===== config.mk =====
export PLATFORM = sky130hd
export DESIGN_NAME = metronome_gated_tone_generator
export DESIGN_NICKNAME = d
export VERILOG_FILES = /design/src/rtl/mgtg_pkg.sv /design/src/rtl/metronome_gated_tone_generator.sv
export SDC_FILE = /design/constraint.sdc
export NUM_CORES = 1
export LEC_CHECK = 0
export BUFFER_PORTS_ARGS = -buffer_cell sky130_fd_sc_hd__buf_4
export CORE_UTILIZATION = 50
export CTS_CLUSTER_SIZE = 8
export DETAILED_ROUTE_END_ITERATION = 10
export HOLD_SLACK_MARGIN = 0.12
export PLACE_DENSITY = 0.78
export SYNTH_ARGS = -nofsm -noshare
export SYNTH_HDL_FRONTEND = slang
export SYNTH_SLANG_ARGS = --single-unit
export TNS_END_PERCENT = 20

===== constraint.sdc =====
create_clock -name clk -period 13 [get_ports clk]
set_input_delay 1.3 -clock clk [delete_from_list [all_inputs] [get_ports clk]]
set_output_delay 1.3 -clock clk [all_outputs]
set_load 0.05 [all_outputs]

===== src/rtl/mgtg_pkg.sv =====
// Shared types and constants for the metronome gated tone generator.
// No dependencies; used by the top level and its port checker.
`timescale 1ns / 1ps
`default_nettype none

package mgtg_pkg;

  localparam int CFG_ADDR_W = 2;
  localparam int CFG_DATA_W = 64;

  localparam int SPB_W      = 20;
  localparam int STEP_W     = 32;
  localparam int PAT_W      = 64;
  localparam int PLEN_W     = 7;
  localparam int BIDX_W     = 6;
  localparam int SAMPLE_W   = 16;
  localparam int MAG_W      = 12;

  localparam logic [PLEN_W-1:0] PATTERN_MAX = 7'd64;

  localparam logic [SAMPLE_W-1:0] CLICK_VALUE = 16'd15000;

  localparam logic [SPB_W-1:0]  SPB_RESET  = 20'd24000;
  localparam logic [STEP_W-1:0] STEP_RESET = 32'd39370534;
  localparam logic [PAT_W-1:0]  PAT_RESET  = 64'd1;
  localparam logic [PLEN_W-1:0] PLEN_RESET = 7'd1;

  localparam logic [63:0] PI_Q61 = 64'h6487ED5110B4611A;

  typedef enum logic [CFG_ADDR_W-1:0] {
    REG_SAMPLES_PER_BEAT = 2'd0,
    REG_PHASE_STEP       = 2'd1,
    REG_PATTERN_BITS     = 2'd2,
    REG_PATTERN_LENGTH   = 2'd3
  } cfg_reg_t;

endpackage

`default_nettype wire


===== src/rtl/metronome_gated_tone_generator.sv =====
// The sample for an accepted tick request appears on the output register in the next cycle.
// Throughput: one tick per cycle; the output register lets a new request in whenever
// the held result is taken in the same cycle or none is held.
// Reset (rst_n low at a clock edge): configuration returns to its defaults,
// phase, beat position, beat index and the started flag clear, output goes invalid.
// Depends on mgtg_pkg; sine quarter table is built at elaboration.
`timescale 1ns / 1ps
`default_nettype none

module metronome_gated_tone_generator #(
  parameter int SINE_TABLE_SIZE = 1024,
  parameter int PHASE_BITS      = 32
) (
  input  wire logic                               clk,
  input  wire logic                               rst_n,
  input  wire logic                               cfg_wr_en,
  input  wire logic [mgtg_pkg::CFG_ADDR_W-1:0]    cfg_addr,
  input  wire logic [mgtg_pkg::CFG_DATA_W-1:0]    cfg_wdata,
  input  wire logic                               in_tvalid,
  output logic                                    in_tready,
  input  wire logic [7:0]                         in_tdata,   // [0] restart
  output logic                                    out_tvalid,
  input  wire logic                               out_tready,
  output logic [31:0]                             out_tdata,  // [15:0] left, [31:16] right
  output logic [0:0]                              out_tuser   // [0] beat_start
);

  localparam int IDX_W   = $clog2(SINE_TABLE_SIZE);
  localparam int QUARTER = SINE_TABLE_SIZE / 4;
  localparam int Q_W     = IDX_W - 2;
  localparam int MAG_W   = mgtg_pkg::MAG_W;
  localparam int SW      = mgtg_pkg::SAMPLE_W;

  localparam logic [IDX_W-1:0] HALF_IDX = IDX_W'(SINE_TABLE_SIZE / 2);
  localparam logic [IDX_W-1:0] QTR_IDX  = IDX_W'(SINE_TABLE_SIZE / 4);

  // Q61 fixed-point product, truncated
  function automatic logic [63:0] mul_q61(input logic [63:0] a, input logic [63:0] b);
    logic [63:0] ah, al, bh, bl, ll, m1, m2, hh, t, lo, hi;
    ah = a >> 32;
    al = a & 64'hFFFF_FFFF;
    bh = b >> 32;
    bl = b & 64'hFFFF_FFFF;
    ll = al * bl;
    m1 = ah * bl;
    m2 = al * bh;
    hh = ah * bh;
    t  = (ll >> 32) + (m1 & 64'hFFFF_FFFF) + (m2 & 64'hFFFF_FFFF);
    lo = (t << 32) | (ll & 64'hFFFF_FFFF);
    hi = hh + (m1 >> 32) + (m2 >> 32) + (t >> 32);
    return (hi << 3) | (lo >> 61);
  endfunction

  function automatic logic [63:0] taylor_div(input logic [63:0] v, input int k);
    case (k)
      1:       return v / 64'd6;
      2:       return v / 64'd20;
      3:       return v / 64'd42;
      4:       return v / 64'd72;
      5:       return v / 64'd110;
      6:       return v / 64'd156;
      7:       return v / 64'd210;
      8:       return v / 64'd272;
      9:       return v / 64'd342;
      10:      return v / 64'd420;
      11:      return v / 64'd506;
      12:      return v / 64'd600;
      default: return v;
    endcase
  endfunction

  // trunc(3276.7 * sin(pi * m / SINE_TABLE_SIZE))
  function automatic logic [MAG_W-1:0] sine_mag(input logic [63:0] m);
    logic [63:0] x, x2, term, sum, hi, lo, scaled;
    x = (mgtg_pkg::PI_Q61 / SINE_TABLE_SIZE) * m
      + ((mgtg_pkg::PI_Q61 % SINE_TABLE_SIZE) * m) / SINE_TABLE_SIZE;
    x2   = mul_q61(x, x);
    term = x;
    sum  = x;
    for (int k = 1; k <= 12; k++) begin
      term = taylor_div(mul_q61(term, x2), k);
      if ((k % 2) == 1) begin
        sum = sum - term;
      end else begin
        sum = sum + term;
      end
    end
    hi = sum >> 32;
    lo = sum & 64'hFFFF_FFFF;
    scaled = hi * 64'd32767 + ((lo * 64'd32767) >> 32);
    return MAG_W'(scaled / 64'd5368709120);
  endfunction

  function automatic logic [QUARTER*MAG_W-1:0] build_tab();
    logic [QUARTER*MAG_W-1:0] tab;
    tab = '0;
    for (int j = 0; j < QUARTER; j++) begin
      tab[j*MAG_W +: MAG_W] = sine_mag(64'(2 * j));
    end
    return tab;
  endfunction

  localparam logic [QUARTER*MAG_W-1:0] SINE_TAB  = build_tab();
  localparam logic [MAG_W-1:0]         SINE_PEAK = sine_mag(64'(SINE_TABLE_SIZE / 2));

  // configuration
  logic [mgtg_pkg::SPB_W-1:0]  spb_r;
  logic [mgtg_pkg::STEP_W-1:0] step_r;
  logic [mgtg_pkg::PAT_W-1:0]  pat_r;
  logic [mgtg_pkg::PLEN_W-1:0] plen_r;

  // tick state
  logic [PHASE_BITS-1:0]        phase_r, phase_nxt;
  logic [mgtg_pkg::SPB_W-1:0]   pos_r, pos_nxt;
  logic [mgtg_pkg::BIDX_W-1:0]  bidx_r, bidx_nxt;
  logic                         started_r;

  // output register
  logic          out_valid_r;
  logic [SW-1:0] out_sample_r, sample_nxt;
  logic          out_beat_r, click_nxt;

  logic                        accept;
  logic                        restart;
  logic [PHASE_BITS-1:0]       phase_base;
  logic [mgtg_pkg::SPB_W-1:0]  pos_base;
  logic [mgtg_pkg::BIDX_W-1:0] bidx_base;
  logic                        started_base;
  logic [mgtg_pkg::SPB_W-1:0]  spb_eff;
  logic [mgtg_pkg::PLEN_W-1:0] plen_eff;
  logic [mgtg_pkg::SPB_W:0]    pos_inc;
  logic [mgtg_pkg::PLEN_W-1:0] bidx_inc;
  logic                        wrap;
  logic [PHASE_BITS+31:0]      phase_sum;

  logic [IDX_W-1:0]  idx, kk, q;
  logic              neg;
  logic [MAG_W-1:0]  mag;
  logic [SW-1:0]     sine_val;

  assign in_tready = !out_valid_r || out_tready;
  assign accept    = in_tvalid && in_tready;
  assign restart   = in_tdata[0];

  always_comb begin
    phase_base   = restart ? '0 : phase_r;
    pos_base     = restart ? '0 : pos_r;
    bidx_base    = restart ? '0 : bidx_r;
    started_base = restart ? 1'b0 : started_r;

    spb_eff  = (spb_r == '0) ? mgtg_pkg::SPB_W'(1) : spb_r;
    if (plen_r == '0) begin
      plen_eff = mgtg_pkg::PLEN_W'(1);
    end else if (plen_r > mgtg_pkg::PATTERN_MAX) begin
      plen_eff = mgtg_pkg::PATTERN_MAX;
    end else begin
      plen_eff = plen_r;
    end

    phase_sum = {32'd0, phase_base} + {{PHASE_BITS{1'b0}}, step_r};
    phase_nxt = phase_sum[PHASE_BITS-1:0];

    pos_inc  = {1'b0, pos_base} + (mgtg_pkg::SPB_W+1)'(1);
    bidx_inc = {1'b0, bidx_base} + mgtg_pkg::PLEN_W'(1);
    wrap     = pos_inc >= {1'b0, spb_eff};
    if (wrap) begin
      pos_nxt  = '0;
      bidx_nxt = (bidx_inc >= plen_eff) ? '0 : bidx_inc[mgtg_pkg::BIDX_W-1:0];
    end else begin
      pos_nxt  = pos_inc[mgtg_pkg::SPB_W-1:0];
      bidx_nxt = bidx_base;
    end
    click_nxt = wrap || !started_base;

    // fold the table index onto the first quarter wave
    idx = phase_nxt[PHASE_BITS-1 -: IDX_W];
    neg = idx > HALF_IDX;
    kk  = neg ? (IDX_W'(0) - idx) : idx;
    q   = (kk > QTR_IDX) ? (HALF_IDX - kk) : kk;
    mag = (q == QTR_IDX) ? SINE_PEAK : SINE_TAB[q[Q_W-1:0]*MAG_W +: MAG_W];
    sine_val = neg ? (SW'(0) - {{(SW-MAG_W){1'b0}}, mag}) : {{(SW-MAG_W){1'b0}}, mag};

    if (click_nxt) begin
      sample_nxt = mgtg_pkg::CLICK_VALUE;
    end else if (pat_r[bidx_nxt]) begin
      sample_nxt = sine_val;
    end else begin
      sample_nxt = '0;
    end
  end

  always_ff @(posedge clk) begin
    if (!rst_n) begin
      spb_r  <= mgtg_pkg::SPB_RESET;
      step_r <= mgtg_pkg::STEP_RESET;
      pat_r  <= mgtg_pkg::PAT_RESET;
      plen_r <= mgtg_pkg::PLEN_RESET;
    end else if (cfg_wr_en) begin
      case (mgtg_pkg::cfg_reg_t'(cfg_addr))
        mgtg_pkg::REG_SAMPLES_PER_BEAT: spb_r  <= cfg_wdata[mgtg_pkg::SPB_W-1:0];
        mgtg_pkg::REG_PHASE_STEP:       step_r <= cfg_wdata[mgtg_pkg::STEP_W-1:0];
        mgtg_pkg::REG_PATTERN_BITS:     pat_r  <= cfg_wdata[mgtg_pkg::PAT_W-1:0];
        mgtg_pkg::REG_PATTERN_LENGTH:   plen_r <= cfg_wdata[mgtg_pkg::PLEN_W-1:0];
        default: begin
        end
      endcase
    end
  end

  always_ff @(posedge clk) begin
    if (!rst_n) begin
      phase_r     <= '0;
      pos_r       <= '0;
      bidx_r      <= '0;
      started_r   <= 1'b0;
      out_valid_r <= 1'b0;
    end else if (accept) begin
      phase_r     <= phase_nxt;
      pos_r       <= pos_nxt;
      bidx_r      <= bidx_nxt;
      started_r   <= 1'b1;
      out_valid_r <= 1'b1;
    end else if (out_tready) begin
      out_valid_r <= 1'b0;
    end
  end

  always_ff @(posedge clk) begin
    if (accept) begin
      out_sample_r <= sample_nxt;
      out_beat_r   <= click_nxt;
    end
  end

  assign out_tvalid   = out_valid_r;
  assign out_tdata    = {out_sample_r, out_sample_r};
  assign out_tuser[0] = out_beat_r;

endmodule

`default_nettype wire


Word-level counts from Yosys, hierarchy flattened
Cells that the tools add are included.
{"block": "totals", "ff_bits": 199, "latch_bits": 0, "ramBits": 0, "romBits": 0, "in_bits": 79, "output_inout_bits": 35, "word_cells": 67, "mem_count": 0}
{"block": "op_classes", "add_sub_neg": 6, "mul": 1, "div_mod_pow": 0, "magnitude_cmp": 6, "n_eq_ne": 4, "shift": 1, "n_mux": 19, "bitwise": 2, "reduce_logical": 15}
{"op": "3072-bit by 13-bit variable part select with 12-bit output, first input constant", "n": 1}
{"op": "20-bit two-way mux", "n": 3}
{"op": "32-bit adder", "n": 1}
{"op": "32-bit two-way mux", "n": 1}
{"op": "14-bit two-way mux", "n": 2}
{"op": "20-bit by 1-bit adder with 21-bit output, second input constant", "n": 1}
{"op": "21-bit by 20-bit greater-or-equal comparator with 1-bit output", "n": 1}
{"op": "20-bit logical NOT", "n": 1}
{"op": "10-bit two-way mux", "n": 2}
{"op": "6-bit two-way mux", "n": 3}
{"op": "7-bit two-way mux", "n": 2}
{"op": "1-bit by 12-bit subtractor with 13-bit output, first input constant", "n": 1}
{"op": "12-bit two-way mux", "n": 1}
{"op": "10-bit by 9-bit equality test with 1-bit output, second input constant", "n": 1}
{"op": "10-bit greater-than comparator, second input constant", "n": 1}
{"op": "10-bit by 9-bit greater-than comparator with 1-bit output, second input constant", "n": 1}
{"op": "8-bit by 2-bit multiplier with 10-bit output, second input constant", "n": 1}
{"op": "1-bit by 10-bit subtractor with 10-bit output, first input constant", "n": 1}
{"op": "10-bit subtractor, first input constant", "n": 1}
{"op": "2-bit AND reduction", "n": 4}
{"op": "6-bit by 1-bit adder with 7-bit output, second input constant", "n": 1}
{"op": "7-bit greater-or-equal comparator", "n": 1}
{"op": "7-bit greater-than comparator, second input constant", "n": 1}
{"op": "7-bit logical NOT", "n": 1}
{"op": "other kinds (13)", "n": 20}

Logic depth before layout (Yosys ltp)
Gate-level depths: netlist (run 1).
{"block": "depth", "ltp_word": 12, "depth_mapped": 39, "depth_no_buf": 32}

Worst setup path after synthesis (run 1)
OpenSTA, ideal clock, no wires.
{"block": "synth_timing", "path_type": "input -> register", "start": "in in_tdata[0]", "end": "reg out_sample_r[10] (data pin)", "setup_ns": 0.259, "arrival_ns": 9.614, "required_ns": 12.741, "setup_slack_ns": 3.128, "cell_stages": 37, "n_path_buf": 9, "cell_sequence": "clkbuf_1 clkbuf_1 clkbuf_1 clkbuf_1 nor2b_1 ha_1 fa_1 a211oi_2 o21ai_1 a211oi_1 o211ai_1 nand2_1 clkbuf_1 ha_1 buf_4 inv_1 a31o_1 or4b_4 o41ai_4 mux2_2 ha_1 inv_1 o211ai_1 o21ai_1 buf_2 ha_1 buf_2 clkbuf_1 nor2_1 o311ai_0 o211ai_1 a32oi_1 ha_1 and4_1 a31oi_1 xnor2_1 nor2b_1"}
{"block": "synth_between", "elab_chain_cells": 11, "word_cells_on_any_way": 29, "classes_between": "add/sub (6); mul (1); order compare (4); eq/ne (1); shift (1); mux (12); bitwise (1); reduce/logical (3)"}
{"element": "start, declared", "line": "metronome_gated_tone_generator.sv:21", "source": "input wire logic [7:0] in_tdata,"}
{"element": "32-bit two-way mux", "line": "metronome_gated_tone_generator.sv:146", "source": "phase_base = restart ? '0 : phase_r;"}
{"element": "32-bit adder", "line": "metronome_gated_tone_generator.sv:160", "source": "phase_sum = {32'd0, phase_base} + {{PHASE_BITS{1'b0}}, step_r};"}
{"element": "1-bit by 10-bit subtractor with 10-bit output or 10-bit greater-than comparator (tied branches)", "line": "metronome_gated_tone_generator.sv:178, metronome_gated_tone_generator.sv:177"}
{"element": "10-bit two-way mux", "line": "metronome_gated_tone_generator.sv:178", "source": "kk = neg ? (IDX_W'(0) - idx) : idx;"}
{"element": "10-bit subtractor or 10-bit by 9-bit greater-than comparator with 1-bit output (tied branches)", "line": "metronome_gated_tone_generator.sv:179", "source": "q = (kk > QTR_IDX) ? (HALF_IDX - kk) : kk;"}
{"element": "10-bit two-way mux", "line": "metronome_gated_tone_generator.sv:179"}
{"element": "8-bit by 2-bit multiplier with 10-bit output", "line": "metronome_gated_tone_generator.sv:180", "source": "mag = (q == QTR_IDX) ? SINE_PEAK : SINE_TAB[q[Q_W-1:0]*MAG_W +: MAG_W];"}
{"element": "3072-bit by 13-bit variable part select with 12-bit output", "line": "metronome_gated_tone_generator.sv:180"}
{"element": "12-bit two-way mux", "line": "metronome_gated_tone_generator.sv:180"}
{"element": "1-bit by 12-bit subtractor with 13-bit output", "line": "metronome_gated_tone_generator.sv:181", "source": "sine_val = neg ? (SW'(0) - {{(SW-MAG_W){1'b0}}, mag}) : {{(SW-MAG_W){1'b0}}, mag};"}
{"element": "14-bit two-way mux", "line": "metronome_gated_tone_generator.sv:181"}
{"element": "end signal, assigned", "line": "metronome_gated_tone_generator.sv:230", "source": "out_sample_r <= sample_nxt;"}
{"element": "end, declared", "line": "metronome_gated_tone_generator.sv:120", "source": "logic [SW-1:0] out_sample_r, sample_nxt;"}
Parallel ways exist; a longest one is shown, timed or not. The select of a mux whose other input is x is not followed.
A chain may end at the register's enable or synchronous reset.

Final worst setup path (run 1)
{"block": "layout_timing", "start": "in in_tdata[0]", "end": "reg out_sample_r[12] (data pin)"}
{"block": "layout_between", "elab_chain_cells": 12, "word_cells_on_any_way": 28, "classes_between": "add/sub (6); mul (1); order compare (4); eq/ne (1); shift (1); mux (13); reduce/logical (2)"}
{"element": "32-bit two-way mux", "line": "metronome_gated_tone_generator.sv:146"}
{"element": "32-bit adder", "line": "metronome_gated_tone_generator.sv:160"}
{"element": "1-bit by 10-bit subtractor with 10-bit output or 10-bit greater-than comparator (tied branches)", "line": "metronome_gated_tone_generator.sv:178, metronome_gated_tone_generator.sv:177"}
{"element": "10-bit two-way mux", "line": "metronome_gated_tone_generator.sv:178"}
{"element": "10-bit subtractor or 10-bit by 9-bit greater-than comparator with 1-bit output (tied branches)", "line": "metronome_gated_tone_generator.sv:179"}
{"element": "10-bit two-way mux", "line": "metronome_gated_tone_generator.sv:179"}
{"element": "8-bit by 2-bit multiplier with 10-bit output", "line": "metronome_gated_tone_generator.sv:180"}
{"element": "3072-bit by 13-bit variable part select with 12-bit output", "line": "metronome_gated_tone_generator.sv:180"}
{"element": "12-bit two-way mux", "line": "metronome_gated_tone_generator.sv:180"}
{"element": "1-bit by 12-bit subtractor with 13-bit output", "line": "metronome_gated_tone_generator.sv:181"}
{"element": "14-bit two-way mux", "line": "metronome_gated_tone_generator.sv:181"}
{"element": "14-bit two-way mux", "line": "metronome_gated_tone_generator.sv:185", "source": "end else if (pat_r[bidx_nxt]) begin"}
Parallel ways exist; a longest one is shown, timed or not. The select of a mux whose other input is x is not followed.

==> flow_summary_export.csv, run 1 <==
group,metric,value,unit
outcome,status,"finished clean",
sta,period_needed,10.74,ns
die,ios,114,
die,die-width,178,microns
global_routing,grt_max_degree,82,
logic_synthesis,yosysSeqAreaShare,26.6,%
place,io_buffers,106,
logic_synthesis,synth_cell_types,100,
sta,holdWs,0.450,ns
sta,worstMarginPinSlew,1.21,ns
sta,fmax,0.0931,GHz
detailed_routing,ant_nets,0,
clocking,cts_max_level,4,
die,die_h,178,microns
job,drv_cap,0,
setup_path,crit_fanout,66,
clocking,postCtsResizedCells,0,
clocking,clk_pin_slew,0.08,ns
setup_path,critPathArrivalTime,10.93,ns
clocking,cts.sinks,198,
power_and_ir_drop,power,0.00208,W
die,core_area,0.0305,sq mm
logic_synthesis,synth_edf_count,15,
detailed_routing,dr_total_vias,16400,
detailed_routing,drtIter0Drc,1725,
cells_and_area,nNetsFinal,2258,
detailed_routing,post-route-drc-count,0,
detailed_routing,drt_wl_total,51.8,mm
logic_synthesis,avgSynthCellArea,7.31,sq um
cells_and_area,antennaDiodeCount,0,
clocking,clock-root-buffer,"clkbuf_16",
global_routing,grt_overflow,0,
logic_synthesis,synth_top_area_share,23.6,%
setup_path,cp_slowest_cell,"o31ai_1",
place,place.gp.congestion,0.984,
sta,finalHoldViolCount,0,
sta,grt_setup_unrepaired,"no",
setup_path,timing.critical_path.mode_cell,"ha_1",
cells_and_area,layout_commonest_cell,"nand2_1",
global_routing,grt_pass1_vias,15000,
logic_synthesis,yosys_warnings,0,
sta,slew_violations,0,
logic_synthesis,syn_nets,2271,
sta,setup_tns,0,ns
setup_path,crit_type,"in2reg",
global_routing,grt.total_usage,32.3,%
hold_path,holdCritPathClass,"reg2reg",
sta,slew_headroom,19.5,%
cells_and_area,drive_above_1_share,11.0,%
global_routing,antenna_found_initial,0,
detailed_routing,post_drt_via_cell_ratio,6.50,
cells_and_area,areaGrowthSynthToFinish,8.76,%
die,rows,64,
power_and_ir_drop,p_leak,6.18,nW
setup_path,end_kind,"register",
die,start_util,50.8,%
sta,min_period_over_period,82.6,%
setup_path,slowest_delay,0.70,ns
clocking,cts_tree,"done",
global_routing,grt_pass1_wl,80.5,mm
logic_synthesis,synth_area_leaders,"dfxtp_1, nand2_1, a21oi_1",
clocking,clk_path_buf_depth,2,
logic_synthesis,synth_top_area_cell,"dfxtp_1",
power_and_ir_drop,power_density,124,mW/mm^2
logic_synthesis,synthCells,2120,
power_and_ir_drop,ir_drop,0.110,mV
detailed_routing,wire_per_inst,20.6,microns
sta,setup_viol,0,
clocking,ctsHoldBuffers,0,
clocking,cts-buffers-inserted,17,
cells_and_area,mostFrequentLayoutCells,"nand2_1, a21oi_1, dfxtp_1",
logic_synthesis,async_flop_share,0,%
logic_synthesis,synth_area,0.0155,sq mm
setup_path,cp-start-kind,"input port",
logic_synthesis,synth_ff_type,"dfxtp_1",
setup_path,critical_path_required,13.19,ns
sta,finalClockSkew,0.0136,ns
logic_synthesis,synth-seq-cells,198,
clocking,cts_setup_buffers,0,
die,die_area,0.0317,sq mm
clocking,clk_latency,0.47,ns
detailed_routing,drt_first_pass_iters,7,
place,dp_hpwl,36.1,mm
synthesized netlist by cell type, drive strengths merged (36+ instances only):
master,n
nand2,417
a21oi,260
dfxtp,183
nor2,145
o21ai,98
nand3,92
clkbuf,88
buf,73
ha,71
mux2i,52
inv,49
nor2b,46
nor3,42
xnor2,36
state kept, by name, summed over array words and instances (netlist names):
register / flops
out_tvalid: 1
plen_r: 7
out_sample_r: 14
pos_r: 20
pat_r: 64
bidx_r: 6
out_tuser: 1
step_r: 32
phase_r: 32
spb_r: 20
started_r: 1
path summary, 6_finish.rpt:
kind,start,end,slack [ns],depth (start not counted)
worst max-delay path,in_tdata[0],out_sample_r[12]$_SDFFCE_PP1P_,2.26,32
worst min-delay path,phase_r[16]$_SDFFE_PN0P_,phase_r[16]$_SDFFE_PN0P_,0.45,2
worst max register to register,phase_r[0]$_SDFFE_PN0P_,out_sample_r[12]$_SDFFCE_PP1P_,3.32,31
worst min register to register,phase_r[16]$_SDFFE_PN0P_,phase_r[16]$_SDFFE_PN0P_,0.45,2
area by class of cell:
cell class	instances	area (sq um)
Timing Repair Buffer	129	968
Multi-Input combinational cell	1710	10500
Tap cell	396	495
Fill cell	2864	13700
Clock buffer	17	425
Clock inverter	15	178
Inverter	51	194
Sequential cell	198	4110
kinds of logic after synthesis:
| group | synth area share [%] |
|---|---|
| muxes | 4.67 |
| buffers and inverters | 6.22 |
| adders and majority gates | 5.86 |
| AOI/OAI and AO/OA | 28.0 |
| and+or+nand+nor | 25.5 |
| DFF | 26.6 |
| xor gates and xnor gates | 3.17 |
routing by layer:
metal  track usage [%]  wire [microns]  vias up
li1                  -               -     7661
met1              42.0           21500     7676
met2              51.2           23400      826
met3              6.56            4610      187
met4              14.9            2310        0
met5                 0               0        -
power by group:
| group | internal, W | switching, W | leakage, nW |
|---|---|---|---|
| clock network | 0.000261 | 0.000286 | 0.289 |
| logic | 0.000280 | 0.000600 | 4.26 |
| registers | 0.000640 | 0.0000153 | 1.63 |
metrics by stage:
stage	instance area [sq um]	cells	setup WS [ns]	utilization (%)
6_report	16800	2516	2.26	55.2
3_5_place_dp	16200	2484	2.06	53.3
3_3_place_gp	16200	2484	2.06	53.3
5_1_grt	16800	2516	1.61	55.2
2_1_floorplan	15500	2120	3.13	-
4_1_cts	16800	2516	2.49	55.2
worst max-delay path: cells and delay by family:
family / cells / cell delay, ns
muxes: 1 / 0.41
AOI/OAI and AO/OA: 13 / 3.48
and+or+nand+nor: 7 / 2.17
adders and majority gates: 5 / 1.92
buffers and inverters: 6 / 1.62
Note: power is estimated with default switching activity, not from simulation.
==> inputs of run 2 (changes only) <==
--- a/config.mk
+++ b/config.mk
@@ -10,7 +10,7 @@
 export CTS_CLUSTER_SIZE = 8
 export DETAILED_ROUTE_END_ITERATION = 10
 export HOLD_SLACK_MARGIN = 0.12
-export PLACE_DENSITY = 0.78
+export PLACE_DENSITY = 0.81
 export SYNTH_ARGS = -nofsm -noshare
 export SYNTH_HDL_FRONTEND = slang
 export SYNTH_SLANG_ARGS = --single-unit
==> constraint.sdc (replaced) <==
create_clock -name clk -period 9.34 [get_ports clk]
set_input_delay 0.934 -clock clk [delete_from_list [all_inputs] [get_ports clk]]
set_output_delay 0.934 -clock clk [all_outputs]
set_load 0.05 [all_outputs]
==> flow_summary_export.csv, run 2 (synthesis gave the netlist of run 1 again) <==
group,metric,value,unit
hold_path,min_to,"phase_r[17]$_SDFFE_PN0P_",
setup_path,slowest_delay,0.54,ns
setup_path,critPathArrivalTime,9.01,ns
cells_and_area,drive_above_1_share,12.7,%
sta,period_needed,8.82,ns
cells_and_area,fillers,2819,
power_and_ir_drop,power_density,174,mW/mm^2
global_routing,grt_overflow,0,
sta,grt_setup_unrepaired,"no",
detailed_routing,drt_first_pass_iters,6,
die,core_area,0.0305,sq mm
setup_path,r2r_cells,32,
place,io_buffers,106,
global_routing,grt_max_degree,86,
die,die_area,0.0317,sq mm
setup_path,crit_fanout,33,
setup_path,timing.critical_path.mode_cell,"ha_1",
setup_path,cp_slowest_cell,"or4b_4",
detailed_routing,wl_met3,5.08,mm
cells_and_area,nNetsFinal,2299,
global_routing,antenna_found_initial,0,
clocking,clk_latency,0.46,ns
hold_path,hold_depth,2,
setup_path,critical_path_required,9.53,ns
detailed_routing,post-route-drc-count,0,
detailed_routing,wl_met2,23.5,mm
detailed_routing,drt-met1-wl,21.8,mm
cells_and_area,largest_register,"pat_r",
die,die_h,178,microns
power_and_ir_drop,ir_drop,0.136,mV
setup_path,r2r_end,"out_sample_r[10]$_SDFFCE_PP0P_",
detailed_routing,post_drt_via_cell_ratio,6.48,
detailed_routing,dr_total_vias,16600,
clocking,clock-root-buffer,"clkbuf_16",
detailed_routing,topRoutingLayerUsed,"met4",
detailed_routing,wire_per_inst,20.7,microns
cells_and_area,largest_reg_flops,64,
setup_path,rrSetupSlack,1.00,ns
cells_and_area,utilization,56.3,%
sta,setup_tns,0,ns
sta,slew_violations,0,
sta,worstMarginPinSlew,1.23,ns
setup_path,worstReg2RegStart,"phase_r[0]$_SDFFE_PN0P_",
die,rows,64,
place,detailedPlace.worstSlack,0.306,ns
clocking,ctsHoldBuffers,0,
global_routing,grt.total_usage,33.4,%
hold_path,hp-start,"phase_r[17]$_SDFFE_PN0P_",
global_routing,grt_pass1_wl,83.2,mm
hold_path,holdCritPathClass,"reg2reg",
cells_and_area,top_regs,"pat_r (64), phase_r (32), step_r (32)",
setup_path,cp-start-kind,"input port",
clocking,cts_tree,"done",
outcome,status,"finished clean",
clocking,postCtsResizedCells,0,
cells_and_area,antennaDiodeCount,0,
die,ios,114,
sta,min_period_over_period,94.4,%
sta,holdWs,0.451,ns
power_and_ir_drop,p_leak,6.39,nW
clocking,cts_max_level,4,
die,start_util,50.8,%
sta,setup_viol,0,
place,place.gp.congestion,1.06,
sta,finalClockSkew,0.0158,ns
detailed_routing,ant_nets,0,
clocking,cts_setup_buffers,0,
setup_path,end_kind,"register",
job,drv_cap,0,
sta,layout_setup_ws,0.524,ns
global_routing,grt_pass1_vias,15400,
cells_and_area,mostFrequentLayoutCells,"nand2_1, a21oi_1, dfxtp_1",
clocking,cts-buffers-inserted,17,
detailed_routing,drtIter0Drc,1734,
detailed_routing,drt_wl_total,53.1,mm
clocking,clk_path_buf_depth,2,
sta,finalHoldViolCount,0,
place,dp_hpwl,38.3,mm
sta,slew_headroom,18.2,%
clocking,clk_pin_slew,0.08,ns
cells_and_area,layout_commonest_cell,"nand2_1",
clocking,cts.sinks,198,
sta,fmax,0.113,GHz
setup_path,crit_type,"in2reg",
die,die-width,178,microns
cells_and_area,areaGrowthSynthToFinish,10.8,%
## run 2: area by class of cell
type                            count  area [sq um]  share of cell area [%]
Timing Repair Buffer              170          1290                    7.51
Clock inverter                     15           189                    1.10
Inverter                           51           194                    1.13
Tap cell                          396           495                    2.89
Clock buffer                       17           425                    2.48
Multi-Input combinational cell   1710         10500                    60.9
Sequential cell                   198          4110                    24.0
## run 2: stage by stage
| stage | power [W] | cells | cell area [sq um] |
|---|---|---|---|
| 6_report | 0.00298 | 2557 | 17200 |
| 5_1_grt | 0.00310 | 2557 | 17200 |
| 4_1_cts | 0.00294 | 2557 | 17200 |
| 3_5_place_dp | 0.00218 | 2525 | 16600 |
| 3_3_place_gp | 0.00217 | 2525 | 16600 |
| 2_1_floorplan | 0.00177 | 2120 | 15500 |
## run 2: routing by layer
layer  track usage (%)  vias up
li1                  -     7742
met3              7.69      178
met1              42.7     7752
met4              18.4        0
met5                 0        -
met2              51.7      894
## run 2: worst max-delay path: cells and delay by family
| family | cells | cell delay [ns] |
|---|---|---|
| xor gates and xnor gates | 1 | 0.08 |
| muxes | 1 | 0.42 |
| buffers and inverters | 6 | 1.13 |
| adders and majority gates | 5 | 1.76 |
| and+or+nand+nor | 7 | 1.35 |
| AOI/OAI and AO/OA | 13 | 3.31 |
## run 2: worst max path at each step
stage	slack, ns	to	from	cells past startpoint
finish	0.52	out_sample_r[10]$_SDFFCE_PP0P_	in_tdata[0]	33
CTS	0.77	out_sample_r[10]$_SDFFCE_PP0P_	in_tdata[0]	33
global route	0.23	out_sample_r[10]$_SDFFCE_PP0P_	in_tdata[0]	33
floorplan	0.06	out_sample_r[10]$_SDFFCE_PP0P_	in_tdata[0]	37
detailed placement	0.31	out_sample_r[10]$_SDFFCE_PP0P_	in_tdata[0]	33
global placement	0.45	out_sample_r[10]$_SDFFCE_PP0P_	in_tdata[0]	33
## run 2: where the power goes
part	total, W	switching (W)	internal, W
clock network	0.000767	0.000398	0.000370
registers	0.000912	0.0000214	0.000891
logic	0.00130	0.000862	0.000440
==> inputs of run 3 (changes only) <==
==> constraint.sdc (replaced) <==
create_clock -name clk -period 7.4 [get_ports clk]
set_input_delay 0.74 -clock clk [delete_from_list [all_inputs] [get_ports clk]]
set_output_delay 0.74 -clock clk [all_outputs]
set_load 0.05 [all_outputs]
==> flow_summary_export.csv, run 3 (synthesis gave the netlist of run 1 again) <==
group,metric,value,unit
global_routing,grt_overflow,0,
sta,slew_headroom,16.3,%
place,place_area,0.0189,sq mm
setup_path,cp_slowest_cell,"or4b_4",
setup_path,crit_type,"in2reg",
global_routing,grt_pass1_vias,17000,
die,die_area,0.0317,sq mm
power_and_ir_drop,swShare,40.1,%
sta,period_needed,7.16,ns
die,core_area,0.0305,sq mm
place,io_buffers,106,
place,dp_hpwl,45.8,mm
detailed_routing,dr_total_vias,17800,
die,die-width,178,microns
sta,setup_viol,0,
cells_and_area,antennaDiodeCount,0,
sta,finalHoldViolCount,0,
setup_path,path_delay_family,"compound AO/OA/AOI/OAI gates",
power_and_ir_drop,sequentialPowerShare,26.3,%
die,ios,114,
setup_path,critPathArrivalTime,7.35,ns
die,rows,64,
cells_and_area,layout_commonest_cell,"buf_4",
setup_path,startpoint,"in_tdata[0]",
die,die_h,178,microns
setup_path,worstReg2RegStart,"phase_r[0]$_SDFFE_PN0P_",
job,drv_cap,0,
global_routing,grt_pass1_wl,93.0,mm
cells_and_area,seqCellArea,0.00411,sq mm
sta,layout_setup_ws,0.235,ns
clocking,clk_pin_slew,0.08,ns
clocking,cts.sinks,198,
setup_path,critical_path_required,7.58,ns
die,start_util,50.8,%
power_and_ir_drop,p_sw,0.00176,W
power_and_ir_drop,p_comb_share,49.2,%
cells_and_area,final_area,0.0197,sq mm
sta,finalClockSkew,0.0125,ns
cells_and_area,top_regs,"pat_r (64), phase_r (32), step_r (32)",
global_routing,grt.total_usage,38.0,%
place,detailedPlace.worstSlack,-0.516,ns
hold_path,hold_depth,2,
cells_and_area,multi_input_area,0.0106,sq mm
place,place.gp.congestion,0.991,
detailed_routing,wire_per_inst,21.3,microns
power_and_ir_drop,intPower,0.00263,W
outcome,status,"finished clean",
global_routing,antenna_found_initial,1,
power_and_ir_drop,clockPowerShare,24.5,%
cells_and_area,largest_register,"pat_r",
cells_and_area,areaGrowthSynthToFinish,27.2,%
setup_path,cp-start-kind,"input port",
sta,worstMarginPinSlew,1.26,ns
cells_and_area,nNetsFinal,2592,
detailed_routing,drt_wl_total,60.6,mm
cells_and_area,fillers,2650,
setup_path,r2r_cells,30,
detailed_routing,post-route-drc-count,0,
cells_and_area,drive_above_1_share,24.3,%
detailed_routing,ant_nets,0,
setup_path,r2r_end,"out_sample_r[7]$_SDFFCE_PP1P_",
setup_path,slowest_delay,0.55,ns
clocking,clk_path_buf_depth,2,
clocking,cts_tree,"done",
power_and_ir_drop,power_density,222,mW/mm^2
sta,slew_violations,0,
cells_and_area,mostFrequentLayoutCells,"buf_4, nand2_1, a21oi_1",
hold_path,hp-start,"phase_r[7]$_SDFFE_PN0P_",
clocking,clock-root-buffer,"clkbuf_16",
global_routing,grt_max_degree,108,
setup_path,end_kind,"register",
detailed_routing,drt_first_pass_iters,6,
power_and_ir_drop,ir_drop,0.210,mV
hold_path,min_to,"phase_r[7]$_SDFFE_PN0P_",
detailed_routing,drtIter0Drc,1686,
setup_path,cp.buffers_inverters,5,
clocking,cts-buffers-inserted,17,
cells_and_area,largest_reg_flops,64,
sta,fmax,0.140,GHz
setup_path,rrSetupSlack,0.30,ns
setup_path,crit_fanout,8,
power_and_ir_drop,p_leak,7.88,nW
sta,min_period_over_period,96.8,%
detailed_routing,post_drt_via_cell_ratio,6.25,
clocking,cts_max_level,4,
clocking,clk_latency,0.46,ns
hold_path,holdCritPathClass,"reg2reg",
-- run 3: metal layers --
metal	vias up	track usage (%)	routed length (microns)
met5	-	0	0
met2	838	63.3	28600
met1	8468	47.0	24600
met4	0	19.2	3080
met3	178	6.44	4340
li1	8333	-	-
-- run 3: worst max-delay path by stage --
stage | depth (start not counted) | slack (ns) | endpoint
after global routing | 32 | -0.04 | out_sample_r[10]$_SDFFCE_PP0P_
after CTS | 33 | 0.07 | out_sample_r[7]$_SDFFCE_PP1P_
final | 31 | 0.24 | out_sample_r[7]$_SDFFCE_PP1P_
after floorplan | 37 | -0.53 | out_sample_r[10]$_SDFFCE_PP0P_
after detailed placement | 33 | -0.52 | out_sample_r[7]$_SDFFCE_PP1P_
after global placement | 31 | -0.39 | out_sample_r[11]$_SDFFCE_PP1P_
-- run 3: stage by stage --
stage               util, %  setup TNS [ns]  power [W]  hold WS (ns)  std cells
floorplan                 -           -5.21    0.00227         0.427       2120
global placement       62.0           -2.78    0.00322         0.434       2814
detailed placement     62.0           -4.00    0.00323         0.443       2814
CTS                    64.2               0    0.00430         0.452       2846
global route           64.6         -0.0873    0.00456         0.471       2850
finish                 64.6               0    0.00439         0.448       2850
-- run 3: final cells by class --
cell class                 instances  area share, %
clock inverter                    14           1.19
multi-input combinational       1710           54.0
clock buffer                      18           2.18
tap                              396           2.51
timing repair buffer             463           18.2
sequential                       198           20.9
inverter                          51           1.01
-- run 3: power groups by stage --
stage | clock network [W] | logic, W | registers [W]
after floorplan | 0 | 0.00108 | 0.00119
after global placement | 0 | 0.00205 | 0.00118
after detailed placement | 0 | 0.00205 | 0.00118
after CTS | 0.00109 | 0.00206 | 0.00115
after global routing | 0.00113 | 0.00227 | 0.00116
final | 0.00107 | 0.00216 | 0.00115
-- run 3: tightest hold or removal path, delay by kind of cell (launching register included) --
family / cells / cell delay, ns
compound gates: 1 / 0.05
flops: 1 / 0.31
simple gates: 1 / 0.05
-- run 3: timing repair --
action / CTS / global route
gates resized for setup: 1 / 25
hold buffers: 0 / 0
pin swaps: 0 / 12
setup endpoints to repair: 4 / 12
buffers inserted: 0 / 4
